### src/design/lmlt_pkg.sv
`timescale 1ns / 1ps

package lmlt_pkg;

   typedef logic [47:0] mac_type;
   typedef logic [15:0] count_type;
   typedef logic        func_type;

   localparam func_type  FUNC_LEARN  = 1'b0;
   localparam func_type  FUNC_LOOKUP = 1'b1;

   localparam count_type COUNT_MAX   = 16'hffff;
   localparam count_type COUNT_FIRST = 16'h0001;

   typedef struct packed {
      logic hit;
      logic saturated;
   } match_status_type;

endpackage

### src/design/lmlt_req_if.sv
`timescale 1ns / 1ps

interface lmlt_req_if;
   import lmlt_pkg::*;

   logic     valid;
   logic     ready;
   func_type func;
   mac_type  mac;

   modport source (output valid, output func, output mac, input ready);
   modport sink (input valid, input func, input mac, output ready);
endinterface

### src/design/lmlt_rsp_if.sv
`timescale 1ns / 1ps

interface lmlt_rsp_if;
   logic valid;
   logic ready;
   logic hit;

   modport source (output valid, output hit, input ready);
   modport sink (input valid, input hit, output ready);
endinterface

### src/design/lmlt_match.sv
`timescale 1ns / 1ps

module lmlt_match #(
   parameter int TABLE_ENTRIES = 8
) (
   input  lmlt_pkg::mac_type          mac,
   input  lmlt_pkg::mac_type          addrs [TABLE_ENTRIES],
   input  lmlt_pkg::count_type        counts [TABLE_ENTRIES],
   output logic [TABLE_ENTRIES-1:0]   match_vec,
   output lmlt_pkg::match_status_type status
);
   import lmlt_pkg::*;

   logic [TABLE_ENTRIES-1:0] sat_vec;

   always_comb begin
      for (int i = 0; i < TABLE_ENTRIES; i++) begin
         match_vec[i] = (counts[i] != '0) && (addrs[i] == mac);
         sat_vec[i]   = match_vec[i] && (counts[i] == COUNT_MAX);
      end
      status.hit       = |match_vec;
      status.saturated = |sat_vec;
   end

endmodule

### src/design/lmlt_victim.sv
`timescale 1ns / 1ps

module lmlt_victim #(
   parameter int TABLE_ENTRIES = 8,
   parameter int IDX_W         = (TABLE_ENTRIES > 1) ? $clog2(TABLE_ENTRIES) : 1
) (
   input  lmlt_pkg::count_type counts [TABLE_ENTRIES],
   output logic [IDX_W-1:0]    victim
);
   import lmlt_pkg::*;

   localparam int LEAVES = 1 << $clog2(TABLE_ENTRIES);
   localparam int NODES  = 2 * LEAVES - 1;

   count_type        node_cnt [NODES];
   logic [IDX_W-1:0] node_idx [NODES];

   always_comb begin
      for (int i = 0; i < LEAVES; i++) begin
         node_cnt[LEAVES-1+i] = (i < TABLE_ENTRIES) ? counts[i] : COUNT_MAX;
         node_idx[LEAVES-1+i] = IDX_W'(i);
      end
      for (int n = LEAVES - 2; n >= 0; n--) begin
         if (node_cnt[2*n+2] < node_cnt[2*n+1]) begin
            node_cnt[n] = node_cnt[2*n+2];
            node_idx[n] = node_idx[2*n+2];
         end else begin
            node_cnt[n] = node_cnt[2*n+1];
            node_idx[n] = node_idx[2*n+1];
         end
      end
      victim = node_idx[0];
   end

endmodule

### src/design/lfu_mac_learning_table.sv
`timescale 1ns / 1ps

// LFU MAC learning table.
// Requests arrive on req_bus (func, mac); each request yields one response
// on rsp_bus carrying hit. func learn counts a present address up (or halves
// every counter when it is already at its maximum) and on a miss replaces the
// least used entry; func lookup leaves the table unchanged.
// An accepted request waits in the s1 register, then its hit goes to the
// response register; match, victim pick and table update run as it advances.
// Throughput: one request per cycle unless the receiver stalls; the table
// update in the match stage shows each request its predecessor's table.
// Reset clears every use counter, so the table starts empty; it is usable
// in the first cycle after reset drops.
// When the receiver stalls, the response register holds, the captured request
// waits in front of it, and req_bus.ready drops once both are occupied.
module lfu_mac_learning_table #(
   parameter int TABLE_ENTRIES = 8
) (
   input logic       clock,
   input logic       reset,
   lmlt_req_if.sink  req_bus,
   lmlt_rsp_if.source rsp_bus
);
   import lmlt_pkg::*;

   localparam int IDX_W = (TABLE_ENTRIES > 1) ? $clog2(TABLE_ENTRIES) : 1;

   logic             s1_valid_ff, s1_valid_in;
   func_type         s1_func_ff;
   mac_type          s1_mac_ff;
   logic             rsp_valid_ff, rsp_valid_in;
   logic             rsp_hit_ff;
   mac_type          addr_ff [TABLE_ENTRIES];
   count_type        count_ff [TABLE_ENTRIES];
   count_type        count_in [TABLE_ENTRIES];

   logic                     advance;
   logic                     learn;
   logic [TABLE_ENTRIES-1:0] match_vec;
   match_status_type         status;
   logic [IDX_W-1:0]         victim;

   lmlt_match #(.TABLE_ENTRIES(TABLE_ENTRIES)) u_match (
      .mac       (s1_mac_ff),
      .addrs     (addr_ff),
      .counts    (count_ff),
      .match_vec (match_vec),
      .status    (status)
   );

   lmlt_victim #(.TABLE_ENTRIES(TABLE_ENTRIES), .IDX_W(IDX_W)) u_victim (
      .counts (count_ff),
      .victim (victim)
   );

   assign advance       = s1_valid_ff && (!rsp_valid_ff || rsp_bus.ready);
   assign req_bus.ready = !s1_valid_ff || advance;
   assign learn         = advance && (s1_func_ff == FUNC_LEARN);
   assign rsp_bus.valid = rsp_valid_ff;
   assign rsp_bus.hit   = rsp_hit_ff;

   always_comb begin
      s1_valid_in  = (req_bus.valid && req_bus.ready) || (s1_valid_ff && !advance);
      rsp_valid_in = advance || (rsp_valid_ff && !rsp_bus.ready);
      for (int i = 0; i < TABLE_ENTRIES; i++) begin
         count_in[i] = count_ff[i];
         if (learn) begin
            if (status.hit) begin
               if (status.saturated) begin
                  count_in[i] = count_ff[i] >> 1;
               end else if (match_vec[i]) begin
                  count_in[i] = count_ff[i] + COUNT_FIRST;
               end
            end else if (victim == IDX_W'(i)) begin
               count_in[i] = COUNT_FIRST;
            end
         end
      end
   end

   always_ff @(posedge clock) begin
      if (reset) begin
         s1_valid_ff  <= 1'b0;
         rsp_valid_ff <= 1'b0;
         for (int i = 0; i < TABLE_ENTRIES; i++) begin
            count_ff[i] <= '0;
         end
      end else begin
         s1_valid_ff  <= s1_valid_in;
         rsp_valid_ff <= rsp_valid_in;
         count_ff     <= count_in;
      end
   end

   always_ff @(posedge clock) begin
      if (req_bus.valid && req_bus.ready) begin
         s1_func_ff <= req_bus.func;
         s1_mac_ff  <= req_bus.mac;
      end
      if (advance) begin
         rsp_hit_ff <= status.hit;
      end
      if (learn && !status.hit) begin
         addr_ff[victim] <= s1_mac_ff;
      end
   end

endmodule

### src/flat_wrapper.sv
// flat-port wrapper written by rule: the top's interface ports become plain ports
module lfu_mac_learning_table_flat import lmlt_pkg::*;
#(
   parameter int TABLE_ENTRIES = 8
)
  (clock, reset, req_bus_valid, req_bus_func, req_bus_mac, req_bus_ready, rsp_bus_valid, rsp_bus_hit, rsp_bus_ready);
  lmlt_req_if req_bus_i ();
  lmlt_rsp_if rsp_bus_i ();
  input logic clock;
  input logic reset;
  input wire logic [$bits(req_bus_i.valid)-1:0] req_bus_valid;
  input wire logic [$bits(req_bus_i.func)-1:0] req_bus_func;
  input wire logic [$bits(req_bus_i.mac)-1:0] req_bus_mac;
  output wire logic [$bits(req_bus_i.ready)-1:0] req_bus_ready;
  output wire logic [$bits(rsp_bus_i.valid)-1:0] rsp_bus_valid;
  output wire logic [$bits(rsp_bus_i.hit)-1:0] rsp_bus_hit;
  input wire logic [$bits(rsp_bus_i.ready)-1:0] rsp_bus_ready;
  assign req_bus_i.valid = req_bus_valid;
  assign req_bus_i.func = req_bus_func;
  assign req_bus_i.mac = req_bus_mac;
  assign req_bus_ready = req_bus_i.ready;
  assign rsp_bus_valid = rsp_bus_i.valid;
  assign rsp_bus_hit = rsp_bus_i.hit;
  assign rsp_bus_i.ready = rsp_bus_ready;
  lfu_mac_learning_table #(.TABLE_ENTRIES(TABLE_ENTRIES)) u_core (.clock(clock), .reset(reset), .req_bus(req_bus_i), .rsp_bus(rsp_bus_i));
endmodule
### config.mk
export PLATFORM = sky130hd
export DESIGN_NAME = lfu_mac_learning_table_flat
export DESIGN_NICKNAME = d
export VERILOG_FILES = /design/src/design/lmlt_pkg.sv /design/src/design/lmlt_req_if.sv /design/src/design/lmlt_rsp_if.sv /design/src/design/lmlt_match.sv /design/src/design/lmlt_victim.sv /design/src/design/lfu_mac_learning_table.sv /design/src/flat_wrapper.sv
export SDC_FILE = /design/constraint.sdc
export NUM_CORES = 1
export LEC_CHECK = 0
export BUFFER_PORTS_ARGS = -buffer_cell sky130_fd_sc_hd__buf_2
export CORE_MARGIN = 3
export CORE_UTILIZATION = 58
export CTS_CLUSTER_DIAMETER = 30
export DETAILED_ROUTE_END_ITERATION = 8
export PLACE_DENSITY_LB_ADDON = 0.2
export SYNTH_ARGS = -nofsm -noshare
export SYNTH_HDL_FRONTEND = slang
export SYNTH_SLANG_ARGS = --single-unit
### constraint.sdc
create_clock -name clock -period 12.85 [get_ports clock]
set_clock_uncertainty 0.2 [all_clocks]
set_input_delay 1.9275 -clock clock [delete_from_list [all_inputs] [get_ports clock]]
set_output_delay 1.9275 -clock clock [all_outputs]
set_load 0.03 [all_outputs]
==> results.json <==
{
  "dp_hpwl_um": 54210,
  "num_vias": 22010,
  "async_flop_share": 0,
  "grt_antenna_before_repair": 0,
  "diodes": 0,
  "cp-start-kind": "flop",
  "hp-class": "reg2reg",
  "final_common_cell": "edfxtp_1",
  "fin_setup_tns_ns": 0,
  "worst_slew_pin_slew_ns": 1.418,
  "syn-num-nets": 2864,
  "cts_sinks": 564,
  "synth_edf_count": 434,
  "end_kind": "flop",
  "drt_iter0_drc": 2201,
  "final_cell_mix": "edfxtp_1, xor2_1, nand2_1",
  "syn_inst": 2690,
  "gp_congestion": 0.9648,
  "coreArea_um2": 51920,
  "grt_pass1_vias": 21630,
  "critPathMaxFanout": 48,
  "numCtsBuffers": 113,
  "portBuffers": 55,
  "clockRootBuffer": "clkbuf_16",
  "clkLatencyLatePin_ns": 0.67,
  "ys_ff_latch": 564,
  "powerDensity_nw_per_um2": 153.4,
  "fin_crit_ns": 8.989,
  "rsz0062_at_grt": "false",
  "grt_max_degree": 80,
  "routedWlPerCell_um": 23.91,
  "cts_tree": "yes",
  "drtPass1Iterations": 5,
  "cts_resized": 0,
  "grt_first_pass_wirelength_um": 127200,
  "hold_depth": 2,
  "min_period_over_period": 0.6996,
  "r2r_cells": 22,
  "drive_gt1_frac": 0.1505,
  "avgSynthCellArea_um2": 11.44,
  "leakage_nw": 13.93,
  "pre_cts_slack_ns": 3.884,
  "status": "finished, final reports clean",
  "maxCapViolCount": 0,
  "wirelength_um": 83760,
  "clk_pin_slew_ns": 0.05,
  "ys_types": 82,
  "drv_slew": 0,
  "max-clock-path-buffers": 3,
  "ios": 56,
  "rows": 83,
  "setup_viol": 0,
  "initial_core_util": 0.5925,
  "synth_top_flop_cell": "edfxtp_1",
  "setup_slack_ns": 3.861,
  "die_x_um": 236.3,
  "syn_area_um2": 30770,
  "fmax_mhz": 111.2,
  "finalHoldViolations": 0,
  "crit_arrival_ns": 9.07,
  "ir_drop_uv": 169.2,
  "grt.total_usage": 0.2940,
  "ys_warn_count": 0,
  "grt_overflow": 0,
  "syn2layout_area_growth_pct": 15.20,
  "holdBufCountCts": 0,
  "seq_area_frac_synth": 0.5082,
  "slew_headroom": 0.04581,
  "drtAntennaViolNets": 0,
  "nets": 2898,
  "crit_type": "reg2reg",
  "drcViolationCount": 0,
  "via_per_inst": 6.282,
  "die_area_um2": 55850,
  "post_cts.repair.setup_buffers": 0,
  "die_h_um": 236.3,
  "required_ns": 12.93,
  "h-tree-depth": 3
}
cell type report:
| class | count | area [um^2] |
|---|---|---|
| Tap cell | 680 | 850.8 |
| Clock inverter | 77 | 1001 |
| Sequential cell | 564 | 15640 |
| Timing Repair Buffer | 109 | 680.7 |
| Multi-Input combinational cell | 1838 | 13860 |
| Clock buffer | 137 | 3042 |
| Fill cell | 3767 | 16480 |
| Inverter | 98 | 375.4 |
per-layer routing:
metal,GRT usage,vias up,part of all wire,wire [um]
li1,-,10040,-,-
met1,0.3744,10800,0.40,33660
met2,0.4901,925,0.48,40600
met3,0.05519,239,0.068,5714
met4,0.1310,0,0.045,3777
met5,0,-,0,0
Yosys cell counts (76+ instances only):
| master | n | area (um^2) |
|---|---|---|
| nor4_1 | 142 | 888.4 |
| nor2_1 | 96 | 360.4 |
| edfxtp_1 | 434 | 13030 |
| ha_1 | 121 | 1514 |
| a21oi_1 | 93 | 465.5 |
| inv_1 | 97 | 364.1 |
| dfxtp_1 | 130 | 2603 |
| xor2_1 | 402 | 3521 |
| nand3_1 | 76 | 380.4 |
| clkbuf_1 | 95 | 356.6 |
| mux2i_1 | 114 | 1141 |
| nand2_1 | 163 | 611.8 |
power by group:
group          switching, mW  leakage (nW)  internal, mW
logic                  0.239          7.01         0.107
registers             0.0369          4.99          2.03
clock network           1.01          1.93          2.02
total                   1.28          13.9          4.16
logic make-up after synthesis:
group           after synthesis  share of synthesized area
flops                       564                     0.5082
fa+ha+maj                   121                    0.04921
simple gates                758                     0.1339
xor+xnor                    452                     0.1287
compound gates              356                    0.08569
buf+inv                     288                    0.04372
mux                         151                    0.05063
final timing paths:
| kind | start | to | slack, ns |
|---|---|---|---|
| setup / recovery | u_core.count_ff[59]$_SDFFE_PP0P_ | u_core.addr_ff[26]$_DFFE_PP_ | 3.86 |
| hold / removal | u_core.s1_valid_ff$_SDFF_PP0_ | u_core.rsp_bus.valid$_SDFF_PP0_ | 0.32 |
| setup reg to reg | u_core.count_ff[59]$_SDFFE_PP0P_ | u_core.addr_ff[26]$_DFFE_PP_ | 3.86 |
| hold reg to reg | u_core.s1_valid_ff$_SDFF_PP0_ | u_core.rsp_bus.valid$_SDFF_PP0_ | 0.32 |
critical path: stages, from the launching register on:
cell       delay, ns
dfxtp_1         0.45
inv_1           0.13
ha_1            0.33
and4_1          0.22
nand2_1         0.07
a2111oi_0       0.50
or3_1           0.82
mux2i_1         0.35
ha_1            0.30
a21oi_1         0.14
o21ai_0         0.16
a2111oi_0       0.42
nand2_1         0.18
o31ai_4         1.00
mux2i_1         0.33
ha_1            0.28
a21o_1          0.19
a21o_1          0.17
a21oi_1         0.24
o311ai_1        0.19
a2111oi_4       0.64
o2111ai_2       0.38
inv_2           0.89
state kept, by name, summed over array words and instances, names as in the netlist:
| signal | cells |
|---|---|
| u_core.s1_func_ff | 1 |
| u_core.s1_mac_ff | 48 |
| u_core.count_ff | 128 |
| u_core.rsp_bus.valid | 1 |
| u_core.rsp_bus.hit | 1 |
| u_core.addr_ff | 384 |
| u_core.s1_valid_ff | 1 |
stage by stage:
stage,instance area (um^2),utilization,std cells,hold WS (ns),power [mW]
after CTS,35440,0.6826,3503,0.3162,5.466
final,35440,0.6826,3503,0.3166,5.439
after floorplan,30770,-,2690,0.2715,2.327
after global routing,35440,0.6826,3503,0.3478,5.585
after detailed placement,31400,0.6047,3289,0.3105,2.442
after global placement,31400,0.6047,3289,0.3071,2.430
(Power assumes the default switching activity.)
